File: config.mk
export PLATFORM = sky130hd
export DESIGN_NAME = trailing_whitespace_chomp
export DESIGN_NICKNAME = d
export VERILOG_FILES = /design/src/rtl/twc_pkg.sv /design/src/rtl/twc_ram.sv /design/src/rtl/twc_seq.sv /design/src/rtl/trailing_whitespace_chomp.sv
export SDC_FILE = /design/constraint.sdc
export NUM_CORES = 1
export LEC_CHECK = 0
export ABC_CLOCK_PERIOD_IN_PS = 5650
export BUFFER_PORTS_ARGS = -buffer_cell sky130_fd_sc_hd__buf_4
export CAP_MARGIN = 20
export CORE_ASPECT_RATIO = 0.8
export CORE_MARGIN = 5
export CORE_UTILIZATION = 47
export DETAILED_ROUTE_END_ITERATION = 10
export PLACE_DENSITY = 0.68
export SLEW_MARGIN = 20
export SYNTH_ARGS = -nofsm -noshare
export SYNTH_HDL_FRONTEND = slang
export SYNTH_SLANG_ARGS = --single-unit
File: constraint.sdc
create_clock -name clk -period 5.65 [get_ports clk]
set_input_delay 0.8475 -clock clk [delete_from_list [all_inputs] [get_ports clk]]
set_output_delay 0.8475 -clock clk [all_outputs]
set_load 0.01 [all_outputs]
File: src/rtl/twc_pkg.sv
// Shared types and constants for the trailing whitespace chomp block.
// Holds the sequencer state type and the byte class helpers.
// No dependencies.
package twc_pkg;

  localparam logic [7:0] CODE_CR    = 8'h0D;
  localparam logic [7:0] CODE_LF    = 8'h0A;
  localparam logic [7:0] CODE_SPACE = 8'h20;
  localparam logic [7:0] CODE_TAB   = 8'h09;

  localparam logic CMD_DATA = 1'b0;
  localparam logic CMD_EOS  = 1'b1;

  typedef enum logic [2:0] {
    ST_IDLE,
    ST_DRAIN,
    ST_SEND,
    ST_EOS_TEST0,
    ST_EOS_TEST1
  } state_t;

  function automatic logic is_ws(input logic [7:0] b);
    return (b == CODE_SPACE) || ((b >= CODE_TAB) && (b <= CODE_CR));
  endfunction

endpackage

File: src/rtl/twc_ram.sv
// Pending byte store: one write port and one registered read port.
// Used by twc_seq through the top level; no package dependencies.
module twc_ram #(
  parameter int DEPTH = 32
) (
  input  logic                     clk,
  input  logic                     we,
  input  logic [$clog2(DEPTH)-1:0] waddr,
  input  logic [7:0]               wdata,
  input  logic [$clog2(DEPTH)-1:0] raddr,
  output logic [7:0]               rdata
);

  logic [7:0] mem [DEPTH];

  always_ff @(posedge clk) begin
    if (we) begin
      mem[waddr] <= wdata;
    end
  end

  always_ff @(posedge clk) begin
    rdata <= mem[raddr];
  end

endmodule

File: src/rtl/twc_seq.sv
// Sequencer for the trailing whitespace chomp block: request intake, held run
// count, drain and end-of-stream checks, and the output register.
// Depends on twc_pkg; drives the store in twc_ram.
module twc_seq import twc_pkg::*; #(
  parameter int PENDING_DEPTH = 32
) (
  input  logic                             clk,
  input  logic                             rst,
  input  logic                             in_valid,
  output logic                             in_stall,
  input  logic                             command,
  input  logic [7:0]                       in_byte,
  output logic                             out_valid,
  input  logic                             out_stall,
  output logic [7:0]                       out_byte,
  output logic                             last_of_run,
  output logic                             overflow_seen,
  output logic                             mem_we,
  output logic [$clog2(PENDING_DEPTH)-1:0] mem_waddr,
  output logic [7:0]                       mem_wdata,
  output logic [$clog2(PENDING_DEPTH)-1:0] mem_raddr,
  input  logic [7:0]                       mem_rdata
);

  localparam int AW = $clog2(PENDING_DEPTH);
  localparam int CW = $clog2(PENDING_DEPTH + 1);

  state_t          state;
  state_t          state_next;
  logic [CW-1:0]   count;
  logic [CW-1:0]   idx;
  logic [CW-1:0]   idx_inc;
  logic [7:0]      hold_byte;
  logic            first;
  logic            dropped;
  logic            accept;
  logic            byte_ws;
  logic            full;
  logic            load;
  logic            emit;
  logic [7:0]      emit_byte;
  logic            emit_last;

  assign accept  = in_valid && (state == ST_IDLE);
  assign byte_ws = is_ws(in_byte);
  assign full    = (count == CW'(PENDING_DEPTH));
  assign load    = !out_valid || !out_stall;
  assign idx_inc = idx + CW'(1);

  always_comb begin
    state_next = state;
    unique case (state)
      ST_IDLE: begin
        if (accept) begin
          if (command == CMD_EOS) begin
            state_next = (count != '0) ? ST_EOS_TEST0 : ST_IDLE;
          end else if (!byte_ws) begin
            state_next = (count != '0) ? ST_DRAIN : ST_SEND;
          end
        end
      end
      ST_DRAIN: begin
        if (load && (idx_inc == count)) begin
          state_next = ST_SEND;
        end
      end
      ST_SEND: begin
        if (load) begin
          state_next = ST_IDLE;
        end
      end
      ST_EOS_TEST0: begin
        if (mem_rdata == CODE_LF) begin
          state_next = ST_SEND;
        end else if ((mem_rdata == CODE_CR) && (count > CW'(1))) begin
          state_next = ST_EOS_TEST1;
        end else begin
          state_next = ST_IDLE;
        end
      end
      ST_EOS_TEST1: begin
        if (mem_rdata != CODE_LF) begin
          state_next = ST_IDLE;
        end else if (load) begin
          state_next = ST_SEND;
        end
      end
      default: state_next = ST_IDLE;
    endcase
  end

  always_comb begin
    in_stall  = (state != ST_IDLE);
    mem_we    = accept && (command == CMD_DATA) && byte_ws && !full;
    mem_waddr = count[AW-1:0];
    mem_wdata = in_byte;
    mem_raddr = idx[AW-1:0];
    emit      = 1'b0;
    emit_byte = hold_byte;
    emit_last = 1'b0;
    unique case (state)
      ST_IDLE: begin
      end
      ST_DRAIN: begin
        if (load) begin
          emit      = 1'b1;
          emit_byte = mem_rdata;
          mem_raddr = idx_inc[AW-1:0];
        end
      end
      ST_SEND: begin
        emit      = load;
        emit_last = 1'b1;
      end
      ST_EOS_TEST0: begin
        mem_raddr = AW'(1);
      end
      ST_EOS_TEST1: begin
        mem_raddr = AW'(1);
        if (load && (mem_rdata == CODE_LF)) begin
          emit      = 1'b1;
          emit_byte = CODE_CR;
        end
      end
      default: begin
      end
    endcase
  end

  always_ff @(posedge clk) begin
    if (rst) begin
      state     <= ST_IDLE;
      count     <= '0;
      idx       <= '0;
      first     <= 1'b0;
      dropped   <= 1'b0;
      out_valid <= 1'b0;
    end else begin
      state <= state_next;
      if (mem_we) begin
        count <= count + CW'(1);
      end
      if (accept && (command == CMD_DATA) && byte_ws && full) begin
        dropped <= 1'b1;
      end
      if (accept) begin
        first <= 1'b1;
        idx   <= '0;
      end
      if ((state == ST_DRAIN) && emit) begin
        idx <= idx_inc;
      end
      if ((state != ST_IDLE) && (state_next == ST_IDLE)) begin
        count <= '0;
        idx   <= '0;
      end
      if (emit) begin
        out_valid <= 1'b1;
        first     <= 1'b0;
        if (first) begin
          dropped <= 1'b0;
        end
      end else if (!out_stall) begin
        out_valid <= 1'b0;
      end
    end
  end

  always_ff @(posedge clk) begin
    if (accept) begin
      hold_byte <= in_byte;
    end else if ((state == ST_EOS_TEST0) || (state == ST_EOS_TEST1)) begin
      hold_byte <= CODE_LF;
    end
    if (emit) begin
      out_byte      <= emit_byte;
      last_of_run   <= emit_last;
      overflow_seen <= first && dropped;
    end
  end

endmodule

File: src/rtl/trailing_whitespace_chomp.sv
// Trailing whitespace chomp: holds whitespace runs and releases them only
// when a non-whitespace byte follows; an LF or CR LF at the head of a run survives end of stream.
// Depends on twc_pkg, twc_ram and twc_seq.
//
// Usage:
//   Input requests carry command and in_byte and are taken when in_valid is
//   high and in_stall is low. Output requests carry out_byte, last_of_run and
//   overflow_seen and are taken when out_valid is high and out_stall is low.
//   A whitespace byte is stored in the pending RAM and gives no output; when
//   the RAM is full it is dropped and sets the drop flag. A non-whitespace
//   byte with N bytes held gives N + 1 outputs, one per cycle while the
//   receiver does not stall; the drain loop reads one RAM entry per cycle
//   while the output is not stalled. An end-of-stream request reads the
//   first one or two held entries and gives at most two outputs, or gives
//   no output when nothing is held. The first output of a request is
//   registered and is not given while the request is being taken.
//   in_stall is high while a request is in work; a stalled output holds the
//   sequencer in any state that would give an output, and the RAM read
//   address is kept steady. Reset clears the held count, the drop flag and
//   the output valid flag; the RAM is not cleared and needs no clearing pass.
module trailing_whitespace_chomp import twc_pkg::*; #(
  parameter int PENDING_DEPTH = 32
) (
  input  logic       clk,
  input  logic       rst,
  input  logic       in_valid,
  output logic       in_stall,
  input  logic       command,
  input  logic [7:0] in_byte,
  output logic       out_valid,
  input  logic       out_stall,
  output logic [7:0] out_byte,
  output logic       last_of_run,
  output logic       overflow_seen
);

  localparam int AW = $clog2(PENDING_DEPTH);

  logic          mem_we;
  logic [AW-1:0] mem_waddr;
  logic [7:0]    mem_wdata;
  logic [AW-1:0] mem_raddr;
  logic [7:0]    mem_rdata;

  twc_ram #(
    .DEPTH(PENDING_DEPTH)
  ) u_ram (
    .clk  (clk),
    .we   (mem_we),
    .waddr(mem_waddr),
    .wdata(mem_wdata),
    .raddr(mem_raddr),
    .rdata(mem_rdata)
  );

  twc_seq #(
    .PENDING_DEPTH(PENDING_DEPTH)
  ) u_seq (
    .clk          (clk),
    .rst          (rst),
    .in_valid     (in_valid),
    .in_stall     (in_stall),
    .command      (command),
    .in_byte      (in_byte),
    .out_valid    (out_valid),
    .out_stall    (out_stall),
    .out_byte     (out_byte),
    .last_of_run  (last_of_run),
    .overflow_seen(overflow_seen),
    .mem_we       (mem_we),
    .mem_waddr    (mem_waddr),
    .mem_wdata    (mem_wdata),
    .mem_raddr    (mem_raddr),
    .mem_rdata    (mem_rdata)
  );

  // A result that is not the last of its request means the request is still in work.
  a_busy_mid_run: assert property (@(posedge clk) disable iff (rst)
    (out_valid && !last_of_run) |-> in_stall)
    else $error("input ready while a run is incomplete");

  // The drop flag is reported only on the first result of a request.
  a_ovf_first_only: assert property (@(posedge clk) disable iff (rst)
    (out_valid && !out_stall && !last_of_run) |=> !(out_valid && overflow_seen))
    else $error("overflow flag on a later result of a request");

  // A new request is never taken while a non-final result waits.
  a_no_accept_mid_run: assert property (@(posedge clk) disable iff (rst)
    (in_valid && !in_stall) |-> !(out_valid && !last_of_run))
    else $error("request accepted during an incomplete run");

endmodule
==> run_results.csv <==
group,metric,value,unit
cts,cts_resized,0,
grt,grt_overflow,0,
worst_setup_path,worstPathMaxFanout,39,
synthesis,avgSynthCellArea,15.64,um2
cts,clkSlewWorstSetupHoldPaths,60,ps
power,peakVddDrop,0.2643,mV
synthesis,synth.largest_area_cell,"edfxtp_1",
timing,rsz0062_at_grt,"no",
routing,vias,7002,
synthesis,synth_nets,829,
synthesis,synth_edf_count,274,
synthesis,synth_commonest_cells,"274 x edfxtp_1, 174 x mux2i_1, 60 x nor2_1",
place,gp_congestion,0.8838,
timing,skew,18.81,ps
floorplanning,rows,53,
cells_and_area,diodes,0,
run,drv_cap,0,
cts,ctsHoldBuffers,0,
synthesis,synth-seq-cells,300,
synthesis,synth.most_common_cell,"edfxtp_1",
cts,post-cts-setup-buffers,0,
routing,first_pass_iters,5,
floorplanning,dieArea,30390,um2
worst_setup_path,worst_path_most_repeated_cell,"mux2i_1",
cells_and_area,postLayoutCoreUtil,53.03,%
timing,worst_slew_pin_slew,1022,ps
worst_setup_path,r2r_slack,1560,ps
worst_setup_path,max_stage_delay,700,ps
cts,htree_levels,1,
power,power_density,318.9,nW/um2
worst_setup_path,crit_end,"u_ram.rdata[2]$_DFF_P_",
synthesis,syn_area,12680,um2
synthesis,yosys.area.top_type_share,64.88,%
grt,grt_pass1_vias,6862,
routing,routedWlPerCell,22.34,um
synthesis,synthTopCellsByArea,"edfxtp_1 65%, mux2i_1 14%, dfxtp_1 4.1%",
place,dp_hpwl,16950,um
floorplanning,initial_utilization,47.93,%
place,portBuffers,24,
grt,antenna_found_initial,0,
synthesis,ys_warn_count,0,
worst_setup_path,crit_family,"compound AO/OA/AOI/OAI gates",
outcome,outcome,"complete, no violations",
timing,fmax,0.2446,GHz
timing,setup_viol,0,
routing,drt_iter0_markers,741,
hold_path,hold_path.class,"flop to flop",
timing,finalCritPeriodShare,72.36,%
worst_setup_path,end_kind,"flop",
floorplanning,die_x,193.6,um
worst_setup_path,cp.depth,8,
cts,cts_root_buffer,"clkbuf_16",
timing,finalMaxSlewViolations,0,
worst_setup_path,required,6030,ps
synthesis,synthFlopType,"edfxtp_1",
routing,routed_via_density,5.768,
worst_setup_path,r2r.worst_path.cells,8,
worst_setup_path,critPathKind,"flop to flop",
cells_and_area,filler_cell_count,2138,
cells_and_area,layout.nets,852,
floorplanning,core,26460,um2
routing,drc,0,
cells_and_area,synthToLayoutAreaGrowth,10.66,%
synthesis,async_reset_ff_share,0,%
worst_setup_path,r2r-start,"u_seq.state[2]$_SDFF_PP0_",
cts,numCtsBuffers,29,
hold_path,holdCritStartpoint,"u_seq.first$_SDFFE_PP0P_",
cts,insertion_delay,550,ps
floorplanning,io_pins,25,
floorplanning,die_y,156.9,um
timing,setup_tns,0,ps
worst_setup_path,cp_data_arrival_time,4460,ps
cts,cts.path.max_buffers,3,
worst_setup_path,path_buf_inv,1,
routing,drt_wl_total,27120,um
cells_and_area,drive_gt1_share,10.27,%
synthesis,syn-instance-count,811,
grt,grt_pass1_wl,41340,um
cts,cts_tree,"built",
cts,clock_sinks,300,
timing,relSlewSlack,31.62,%
worst_setup_path,startpoint_type,"flop",
grt,grt_max_degree,53,
timing,fin_crit,4089,ps
synthesis,netlist-cell-type-count,62,
grt,grt_usage,17.45,%
power,p_leak,4.197,nW
timing,hold_violations,0,
worst_setup_path,crit_start,"u_seq.state[2]$_SDFF_PP0_",
worst_setup_path,crit_chain,"nor2b_1 -> a221oi_2 -> or2_4 -> buf_4 -> mux2i_1 -> mux2i_1 -> a22oi_1 -> nand4_1",
routing,ant_nets,0,
worst_setup_path,slowest_stage,"a221oi_2",
worst_setup_path,regToRegEndpoint,"u_ram.rdata[2]$_DFF_P_",
synthesis,ys_seq_area_share,68.99,%
final cells by class:
| class | instances | area (um2) | area share [%] |
|---|---|---|---|
| clock buffers | 33 | 740.7 | 5.279 |
| clock inverters | 21 | 230.2 | 1.641 |
| inverters | 9 | 33.78 | 0.2407 |
| well taps | 357 | 446.7 | 3.183 |
| multi-input cells | 466 | 3610 | 25.72 |
| flip-flops and latches | 300 | 8748 | 62.35 |
| repair buffers | 28 | 222.7 | 1.587 |
how the worst min path moves through the flow:
stage                               end  slack, ps  cells after the start
2_1_floorplan  u_seq.dropped$_SDFF_PP0_        420                      1
3_3_place_gp   u_seq.dropped$_SDFF_PP0_        440                      1
3_5_place_dp   u_seq.dropped$_SDFF_PP0_        450                      1
4_1_cts        u_seq.dropped$_SDFF_PP0_        480                      1
5_1_grt        u_seq.dropped$_SDFF_PP0_        500                      1
6_report       u_seq.dropped$_SDFF_PP0_        480                      1
stage by stage:
stage	worst slack, ps	area (um2)	hold slack (ps)	power [W]	std cells
CTS	1658	14030	475.2	0.004506	1214
detailed placement	1593	13060	448.1	0.002556	1160
finish	1561	14030	476.0	0.004475	1214
floorplan	2653	12680	423.0	0.002502	811
global route	1346	14030	502.4	0.004600	1214
global placement	1602	13060	444.7	0.002554	1160
registers in the layout (all words and copies together), names as in the netlist:
signal               count
u_ram.mem              256
u_ram.rdata              8
u_seq.count              6
u_seq.dropped            1
u_seq.first              1
u_seq.hold_byte          8
u_seq.idx                6
u_seq.last_of_run        1
u_seq.out_byte           8
u_seq.out_valid          1
u_seq.overflow_seen      1
u_seq.state              3
placed cells by master, fill, tap and decap left out, types with 6 or more instances in the layout:
master       n
edfxtp_1   274
mux2i_1    174
nor2_1      60
nand2_1     32
clkbuf_16   29
buf_4       27
dfxtp_1     26
a22oi_1     22
a21oi_1     13
nand3_1     13
nand4_1     12
and3_1      10
xnor2_1     10
inv_1        9
a211oi_1     9
o21ai_0      7
a221oi_1     7
o21ai_1      7
clkinv_1     7
clkinv_2     6
where the power goes:
group,switching (W),internal (W),total (W)
clock,0.000801,0.00117,0.00197
combinational,0.0000563,0.0000184,0.0000747
sequential,0.00000422,0.00243,0.00243
total,0.000862,0.00361,0.00447
kinds of logic (layout without fill, tap and decap cells):
group                      after synthesis  count (layout)  synth area share [%]
adders and majority gates                5               5                0.4933
muxes                                  175             175                 13.82
and+or+nand+nor                        177             177                 7.548
DFF                                    300             300                 68.99
buffers and inverters                   45              91                 2.664
AOI/OAI and AO/OA                       94              94                 5.446
xor gates and xnor gates                15              15                 1.036
routing by layer:
layer	up-vias	global-route usage, %	wire, um
met5	-	0	0
met4	0	4.449	597
met3	40	3.146	1965
met2	230	25.82	11760
met1	3514	26.92	12800
li1	3218	-	-
Power figures use the tool's default switching activity.
